`src/rtl/assert_macros.svh`:
```
// assertion macros for the priority queue rtl
// no dependencies; compiled out when SYNTHESIS is defined
`ifndef ASSERT_MACROS_SVH
`define ASSERT_MACROS_SVH
`ifndef SYNTHESIS
// property checked at every edge outside reset
`define SPQ_ASSERT(label, clk, rst, prop, msg) \
   label: assert property (@(posedge clk) disable iff (rst) prop) else $error(msg);
// property checked at every edge, reset included
`define SPQ_ASSERT_ALWAYS(label, clk, prop, msg) \
   label: assert property (@(posedge clk) prop) else $error(msg);
`else
`define SPQ_ASSERT(label, clk, rst, prop, msg)
`define SPQ_ASSERT_ALWAYS(label, clk, prop, msg)
`endif
`endif

```
`src/rtl/spq_pkg.sv`:
```
// shared types and constants of the sorted priority queue
// no dependencies
package spq_pkg;

   localparam int CAPACITY = 16;
   localparam int MAX_RESULTS = 16;
   localparam int KEY_W = 32;
   localparam int VALUE_W = 32;
   localparam int COUNT_W = $clog2(CAPACITY + 1);

   localparam logic [1:0] MODE_INSERT = 2'd0;
   localparam logic [1:0] MODE_REMOVE = 2'd1;
   localparam logic [1:0] MODE_RANGE = 2'd2;

   typedef enum logic [1:0] {
      CELL_HOLD,
      CELL_INSERT,
      CELL_SHIFT
   } cell_cmd_type;

   typedef struct packed {
      cell_cmd_type cmd;
      logic occupied;
   } cell_ctl_type;

endpackage

```
`src/rtl/spq_cell.sv`:
```
// one storage cell of the sorted chain: key, value and local insert decision
// depends on spq_pkg
module spq_cell import spq_pkg::*; (
   input  logic               clock,
   input  cell_ctl_type       ctl,
   input  logic [KEY_W-1:0]   new_key,
   input  logic [VALUE_W-1:0] new_value,
   input  logic [KEY_W-1:0]   left_key,
   input  logic [VALUE_W-1:0] left_value,
   input  logic               left_keep,
   input  logic [KEY_W-1:0]   right_key,
   input  logic [VALUE_W-1:0] right_value,
   output logic [KEY_W-1:0]   key,
   output logic [VALUE_W-1:0] value,
   output logic               keep
);

   logic [KEY_W-1:0]   key_ff, key_in;
   logic [VALUE_W-1:0] value_ff, value_in;

   // an occupied entry stays put on insert when its key is not above the new one
   assign keep = ctl.occupied && (key_ff <= new_key);

   always_comb begin
      key_in = key_ff;
      value_in = value_ff;
      case (ctl.cmd)
         CELL_INSERT: begin
            if (!keep) begin
               if (left_keep) begin
                  key_in = new_key;
                  value_in = new_value;
               end else begin
                  key_in = left_key;
                  value_in = left_value;
               end
            end
         end
         CELL_SHIFT: begin
            key_in = right_key;
            value_in = right_value;
         end
         default: begin
            key_in = key_ff;
            value_in = value_ff;
         end
      endcase
   end

   always_ff @(posedge clock) begin
      key_ff <= key_in;
      value_ff <= value_in;
   end

   assign key = key_ff;
   assign value = value_ff;

endmodule

```
`src/rtl/sorted_priority_queue_top.sv`:
```
// top level of the sorted priority queue: control, result register, cell chain
// depends on spq_pkg, spq_cell and assert_macros.svh
//
// usage
// - request channel req_*: mode 0 insert, 1 remove smallest, 2 range query,
//   3 unused (answered with a failure); a request is taken when req_valid is
//   high and req_stall is low
// - result channel rsp_*: one result per insert, remove or unused mode; a
//   range query streams every matching entry in key order, or one failure
//   result when nothing matches; rsp_last marks the final result of a request
// - failures carry success 0, key 0, value 0 and last 1
// - insert and remove change the cell chain as the request is taken; the
//   result appears in the result register the cycle after the request is
//   taken; the next request can be taken in that cycle if rsp_stall is low
// - a range query rotates the whole ring of CAPACITY cells past cell 0 and
//   back, so it holds off requests until the ring is back in place and the
//   final result is registered, and longer while a result waits on rsp_stall
// - a result is held stable while rsp_stall is high; the chain pauses with it
// - synchronous reset empties the queue and drops any pending result; the
//   cell contents are not cleared, the entry count alone marks them in use
`include "assert_macros.svh"
module sorted_priority_queue_top import spq_pkg::*; (
   input  logic               clock,
   input  logic               reset,
   input  logic               req_valid,
   output logic               req_stall,
   input  logic [1:0]         req_mode,
   input  logic [KEY_W-1:0]   req_item_key,
   input  logic [VALUE_W-1:0] req_item_value,
   input  logic [KEY_W-1:0]   req_range_high,
   output logic               rsp_valid,
   input  logic               rsp_stall,
   output logic               rsp_success,
   output logic [KEY_W-1:0]   rsp_out_key,
   output logic [VALUE_W-1:0] rsp_out_value,
   output logic               rsp_last
);

   typedef enum logic {
      ST_IDLE,
      ST_SCAN
   } state_type;

   state_type          state_ff;
   logic [COUNT_W-1:0] entry_count_ff;
   logic [COUNT_W-1:0] scan_ff;
   logic [KEY_W-1:0]   range_low_ff, range_high_ff;
   logic [KEY_W-1:0]   pend_key_ff;
   logic [VALUE_W-1:0] pend_value_ff;
   logic               pend_have_ff;

   logic               rsp_valid_ff, rsp_success_ff, rsp_last_ff;
   logic [KEY_W-1:0]   rsp_key_ff;
   logic [VALUE_W-1:0] rsp_value_ff;

   logic               out_free, req_accept, full, empty, scan_done, head_match;
   cell_cmd_type       cell_cmd;

   logic [KEY_W-1:0]   cell_key   [CAPACITY];
   logic [VALUE_W-1:0] cell_value [CAPACITY];
   logic               cell_keep  [CAPACITY];

   // result register can take a new result this cycle
   assign out_free = !rsp_valid_ff || !rsp_stall;
   assign req_stall = !((state_ff == ST_IDLE) && out_free);
   assign req_accept = req_valid && !req_stall;

   assign full = (entry_count_ff == COUNT_W'(CAPACITY));
   assign empty = (entry_count_ff == '0);
   assign scan_done = (scan_ff == COUNT_W'(CAPACITY));

   // cell 0 holds the entry at ring position scan_ff; only stored ones count
   assign head_match = (scan_ff < entry_count_ff)
                    && (cell_key[0] >= range_low_ff)
                    && (cell_key[0] <= range_high_ff);

   // chain command, same for every cell
   always_comb begin
      cell_cmd = CELL_HOLD;
      unique case (state_ff)
         ST_IDLE: begin
            if (req_accept && (req_mode == MODE_INSERT) && !full) begin
               cell_cmd = CELL_INSERT;
            end else if (req_accept && (req_mode == MODE_REMOVE) && !empty) begin
               cell_cmd = CELL_SHIFT;
            end
         end
         ST_SCAN: begin
            // rotation by one; CAPACITY steps bring the ring back in place
            if (out_free && !scan_done) begin
               cell_cmd = CELL_SHIFT;
            end
         end
         default: cell_cmd = CELL_HOLD;
      endcase
   end

   // ring of cells: each takes its left neighbour on insert, its right on shift
   for (genvar i = 0; i < CAPACITY; i++) begin : g_cell
      localparam int LEFT = (i == 0) ? 0 : i - 1;
      localparam int RIGHT = (i == CAPACITY - 1) ? 0 : i + 1;
      cell_ctl_type ctl;

      assign ctl.cmd = cell_cmd;
      assign ctl.occupied = (entry_count_ff > COUNT_W'(i));

      spq_cell u_cell (
         .clock       (clock),
         .ctl         (ctl),
         .new_key     (req_item_key),
         .new_value   (req_item_value),
         // front cell sees the new entry as its left neighbour
         .left_key    ((i == 0) ? req_item_key : cell_key[LEFT]),
         .left_value  ((i == 0) ? req_item_value : cell_value[LEFT]),
         .left_keep   ((i == 0) ? 1'b1 : cell_keep[LEFT]),
         .right_key   (cell_key[RIGHT]),
         .right_value (cell_value[RIGHT]),
         .key         (cell_key[i]),
         .value       (cell_value[i]),
         .keep        (cell_keep[i])
      );
   end

   // control state and result register
   always_ff @(posedge clock) begin
      if (reset) begin
         state_ff <= ST_IDLE;
         entry_count_ff <= '0;
         scan_ff <= '0;
         pend_have_ff <= 1'b0;
         rsp_valid_ff <= 1'b0;
      end else begin
         if (rsp_valid_ff && !rsp_stall) begin
            rsp_valid_ff <= 1'b0;
         end
         unique case (state_ff)
            ST_IDLE: begin
               if (req_accept) begin
                  // default answer is a failure
                  rsp_valid_ff <= 1'b1;
                  rsp_success_ff <= 1'b0;
                  rsp_key_ff <= '0;
                  rsp_value_ff <= '0;
                  rsp_last_ff <= 1'b1;
                  case (req_mode)
                     MODE_INSERT: begin
                        if (!full) begin
                           rsp_success_ff <= 1'b1;
                           rsp_key_ff <= req_item_key;
                           rsp_value_ff <= req_item_value;
                           entry_count_ff <= entry_count_ff + COUNT_W'(1);
                        end
                     end
                     MODE_REMOVE: begin
                        if (!empty) begin
                           rsp_success_ff <= 1'b1;
                           rsp_key_ff <= cell_key[0];
                           rsp_value_ff <= cell_value[0];
                           entry_count_ff <= entry_count_ff - COUNT_W'(1);
                        end
                     end
                     MODE_RANGE: begin
                        // results come from the scan instead
                        rsp_valid_ff <= 1'b0;
                        state_ff <= ST_SCAN;
                        scan_ff <= '0;
                        pend_have_ff <= 1'b0;
                        range_low_ff <= req_item_key;
                        range_high_ff <= req_range_high;
                     end
                     default: begin
                        rsp_success_ff <= 1'b0;
                     end
                  endcase
               end
            end
            ST_SCAN: begin
               if (out_free) begin
                  if (scan_done) begin
                     // held match is the final one, or nothing matched
                     rsp_valid_ff <= 1'b1;
                     rsp_success_ff <= pend_have_ff;
                     rsp_key_ff <= pend_have_ff ? pend_key_ff : '0;
                     rsp_value_ff <= pend_have_ff ? pend_value_ff : '0;
                     rsp_last_ff <= 1'b1;
                     pend_have_ff <= 1'b0;
                     state_ff <= ST_IDLE;
                  end else begin
                     scan_ff <= scan_ff + COUNT_W'(1);
                     if (head_match) begin
                        // a later match proves the held one is not the last
                        if (pend_have_ff) begin
                           rsp_valid_ff <= 1'b1;
                           rsp_success_ff <= 1'b1;
                           rsp_key_ff <= pend_key_ff;
                           rsp_value_ff <= pend_value_ff;
                           rsp_last_ff <= 1'b0;
                        end
                        pend_key_ff <= cell_key[0];
                        pend_value_ff <= cell_value[0];
                        pend_have_ff <= 1'b1;
                     end
                  end
               end
            end
            default: state_ff <= ST_IDLE;
         endcase
      end
   end

   assign rsp_valid = rsp_valid_ff;
   assign rsp_success = rsp_success_ff;
   assign rsp_out_key = rsp_key_ff;
   assign rsp_out_value = rsp_value_ff;
   assign rsp_last = rsp_last_ff;

   // checks; the count is unknown until the first reset edge
   `SPQ_ASSERT_ALWAYS(a_count_bound, clock,
      reset || (entry_count_ff <= COUNT_W'(CAPACITY)), "entry count above capacity")
   `SPQ_ASSERT(a_scan_blocks_req, clock, reset,
      (state_ff == ST_SCAN) |-> req_stall, "request taken during range scan")
   `SPQ_ASSERT(a_fail_is_last, clock, reset,
      (rsp_valid && !rsp_success) |-> (rsp_last && (rsp_out_key == '0)),
      "failure result not final or not cleared")
   `SPQ_ASSERT(a_remove_count, clock, reset,
      (req_accept && (req_mode == MODE_REMOVE) && !empty)
         |=> (entry_count_ff == $past(entry_count_ff) - COUNT_W'(1)),
      "remove did not drop the entry count")

endmodule
```
`config.mk`:
```
export PLATFORM = sky130hd
export DESIGN_NAME = sorted_priority_queue_top
export DESIGN_NICKNAME = d
export VERILOG_FILES = /design/src/rtl/spq_pkg.sv /design/src/rtl/spq_cell.sv /design/src/rtl/sorted_priority_queue_top.sv
export VERILOG_INCLUDE_DIRS = /design/src /design/src/rtl
export SDC_FILE = /design/constraint.sdc
export NUM_CORES = 2
export LEC_CHECK = 0
export BUFFER_PORTS_ARGS = -buffer_cell sky130_fd_sc_hd__clkbuf_2
export CAP_MARGIN = 20
export CORE_UTILIZATION = 25
export DETAILED_ROUTE_END_ITERATION = 8
export PLACE_DENSITY = 0.47
export SKIP_CTS_REPAIR_TIMING = 1
export SLEW_MARGIN = 10
export SYNTH_ARGS = -nofsm -noshare
export SYNTH_HDL_FRONTEND = slang
export SYNTH_SLANG_ARGS = --single-unit
```
`constraint.sdc`:
```
create_clock -name clock -period 18.75 [get_ports clock]
set_input_delay 0.9375 -clock clock [delete_from_list [all_inputs] [get_ports clock]]
set_output_delay 0.9375 -clock clock [all_outputs]
set_load 0.05 [all_outputs]
```
==> impl_metrics.tcl <==
set metrics [dict create \
    pin_count_of_the_biggest_net_entering_global_routing 251 \
    timing.critical_path.arrival_ps 6880 \
    final-setup-viol-count 0 \
    most_frequent_standard_cell_in_the_layout_excluding_fill_and_tap_cells "sky130_fd_sc_hd__nand2_1" \
    outcome "completed" \
    nNetsFinal 7355 \
    detail_route.drc_violations 0 \
    rsz_0062_raised_after_global_routing "false" \
    slowest_stage "sky130_fd_sc_hd__nor3_4" \
    rows 197 \
    count_of_placed_standard_cells_including_taps 10392 \
    async_set_or_reset_register_ratio_after_synthesis 0 \
    maxSlewViolCount 0 \
    totalNegativeSetupSlack_ps 0 \
    finish.utilization 0.284 \
    filler_cell_count 30013 \
    syn-instance-count 6721 \
    cts_tree "yes" \
    global_route.overflow_total 0 \
    max_cap_viol_count 0 \
    synth.yosys.warnings 0 \
    timing.critical_path.mode_cell "sky130_fd_sc_hd__buf_4" \
    time_the_worst_path_needs_with_i_o_delays_and_setup_ps 6430 \
    clock_latency_of_the_later_clocked_register_in_the_worst_skew_pair_ps 810 \
    initial_utilization 0.252 \
    min_period_over_period 0.343 \
    fp.dieW_um 542 \
    sequence_of_cells_on_the_critical_path "clkbuf_2 > inv_1 > ha_1 > nand4_1 > or4_1 > nor4_1 > o22ai_1 > nor3_4 > buf_4 > buf_4 > o21ai_4 > buf_4 > buf_4" \
    synthesis.area_per_instance_sq_um 10.9 \
    antenna_violating_nets_post_route 0 \
    pwr_density_cell_nw_per_um2 94.9 \
    first_iter_violations 5146 \
    place.port_buffers 169 \
    dieHeight_um 542 \
    worst-path-max-fanout 33 \
    most_used_cells_in_the_layout_excluding_fill_and_tap_cells "sky130_fd_sc_hd__nand2_1 (1,297), sky130_fd_sc_hd__edfxtp_1 (1,218), sky130_fd_sc_hd__mux2i_1 (961)" \
    slowest_delay_ps 900 \
    routed_wirelength_mm 247 \
    slew-limit-headroom 0.229 \
    synth-edff-count 1218 \
    post_route_cells_drive_above_1_share 0.0799 \
    crit_path_start_kind "input port" \
    timing.critical_path.max_delay_family "buffers and inverters" \
    syn_area_sq_um 73000 \
    final-hold-violation-count 0 \
    worst_slew_pin_slew_ps 1160 \
    power.leakage_nw 26.8 \
    antennaDiodeCount 0 \
    grt_pass1_wl_mm 360 \
    clk_pin_slew_worst_paths_ps 60 \
    place.detailed.hpwl_mm 161 \
    routed_wire_length_per_instance_um 23.1 \
    critical_path_start_end_classification "input port to register" \
    route.vias.total 53090 \
    first_drt_pass_iteration_count 6 \
    synthFlopType "sky130_fd_sc_hd__edfxtp_1" \
    fp.dieArea_sq_um 294000 \
    detail_route.vias_per_cell 4.98 \
    min-delay-path-class "input port to register" \
    critPathCaptureType "register" \
    vdd_ir_drop_max_mv 0.0690 \
    timing.critical_path.required_ps 19190 \
    syn_nets 7410 \
    cts_max_level 4 \
    finClkSkew_ps 31.9 \
    critical_path_buf_inv_count 6 \
    reg2reg_setup_slack_ps 12340 \
    synth-seq-area-share 0.505 \
    grt_antenna_before_repair 29 \
    tritoncts.num_buffers 149 \
    synth.ff_latch_count 1231 \
    achievable-frequency_ghz 0.156 \
    tritoncts_num_sinks 1231 \
    final_cell_count_no_fill 10664 \
    core_sq_um 289000 \
    ctsLongestPathBuffers 3 \
    grt_pass1_vias 52128 \
    gp_routability_congestion 0.864 \
    grtUsageTotal 0.164 \
    ios 170 \
    area.growth.synth_to_final_pct 12.4 \
    cts.root.buffer_cell "sky130_fd_sc_hd__clkbuf_16" \
    ys_types 61 \
]
metal layers:
metal | vias to the layer above | GRT usage | share of wire
met4 | 28 | 0.0378 | 0.021
met2 | 1699 | 0.256 | 0.44
met1 | 26228 | 0.234 | 0.47
met5 | - | 0 | 0.00071
met3 | 303 | 0.0275 | 0.064
li1 | 24832 | - | -
path summary, 6_finish.rpt:
| check | startpoint | to | cells past startpoint |
|---|---|---|---|
| hold / removal | req_range_high[9] | range_high_ff[9]$_DFFE_PP_ | 1 |
| hold reg to reg | g_cell[0].u_cell.value[5]$_DFFE_PP_ | pend_value_ff[5]$_DFFE_PP_ | 0 |
| setup reg to reg | scan_ff[0]$_SDFFE_PP0P_ | g_cell[15].u_cell.value[24]$_DFFE_PP_ | 12 |
| setup / recovery | req_item_key[9] | g_cell[13].u_cell.value[9]$_DFFE_PP_ | 13 |
sequential cells by signal (all words and copies together) (netlist names):
register / count
entry_count_ff: 5
g_cell.u_cell.key: 512
g_cell.u_cell.value: 512
pend_have_ff: 1
pend_key_ff: 32
pend_value_ff: 32
range_high_ff: 32
range_low_ff: 32
rsp_last: 1
rsp_out_key: 32
rsp_out_value: 32
rsp_success: 1
rsp_valid: 1
scan_ff: 5
state_ff: 1
cells in the mapped netlist (22+ instances only):
master | number | area (sq um)
sky130_fd_sc_hd__nand2_1 | 1297 | 4870
sky130_fd_sc_hd__edfxtp_1 | 1218 | 36600
sky130_fd_sc_hd__mux2i_1 | 961 | 9620
sky130_fd_sc_hd__o21ai_1 | 943 | 4720
sky130_fd_sc_hd__ha_1 | 587 | 7340
sky130_fd_sc_hd__clkbuf_1 | 280 | 1050
sky130_fd_sc_hd__a21oi_1 | 228 | 1140
sky130_fd_sc_hd__o21ai_0 | 221 | 1110
sky130_fd_sc_hd__inv_1 | 149 | 559
sky130_fd_sc_hd__nand4_1 | 126 | 788
sky130_fd_sc_hd__buf_2 | 102 | 510
sky130_fd_sc_hd__buf_6 | 66 | 743
sky130_fd_sc_hd__a22oi_1 | 65 | 488
sky130_fd_sc_hd__nor2_1 | 56 | 210
sky130_fd_sc_hd__nand3_1 | 55 | 275
sky130_fd_sc_hd__a221oi_1 | 45 | 394
sky130_fd_sc_hd__a21o_1 | 22 | 165
cell families after synthesis:
kind of cell / after synthesis / synth area share
XOR/XNOR: 5 / 0.000600
adder cells (fa/ha/maj): 587 / 0.101
buffers and inverters: 646 / 0.0445
flip-flops: 1231 / 0.505
multiplexers: 961 / 0.132
AO/OA/AOI/OAI: 1615 / 0.120
AND/OR/NAND/NOR: 1676 / 0.0977
layout make-up:
| cell class | count | area (sq um) | share of cell area |
|---|---|---|---|
| Clock inverter | 76 | 543 | 0.00662 |
| Inverter | 151 | 567 | 0.00691 |
| Sequential cell | 1231 | 36800 | 0.449 |
| Timing Repair Buffer | 289 | 1870 | 0.0228 |
| Clock buffer | 193 | 4090 | 0.0499 |
| Multi-Input combinational cell | 4844 | 33200 | 0.405 |
| Tap cell | 3880 | 4850 | 0.0592 |
where the power goes:
part	internal [mW]	leakage [nW]	switching, mW	total, mW
sequential	3.39	11.4	0.194	3.59
combinational	0.447	13.1	0.911	1.36
clock	1.61	2.29	1.23	2.83
total	5.45	26.8	2.33	7.78
per-stage QoR:
step | cell area [sq um] | hold slack [ps] | setup slack [ps] | power (mW)
global route | 82000 | 269 | 11800 | 8.11
CTS | 81900 | 240 | 12310 | 7.85
global placement | 77300 | 499 | 11370 | 4.96
detailed placement | 77300 | 493 | 11440 | 5.00
finish | 82000 | 313 | 12320 | 7.78
floorplan | 73000 | 473 | 10380 | 4.51
Note: power is estimated with default switching activity, not from simulation.
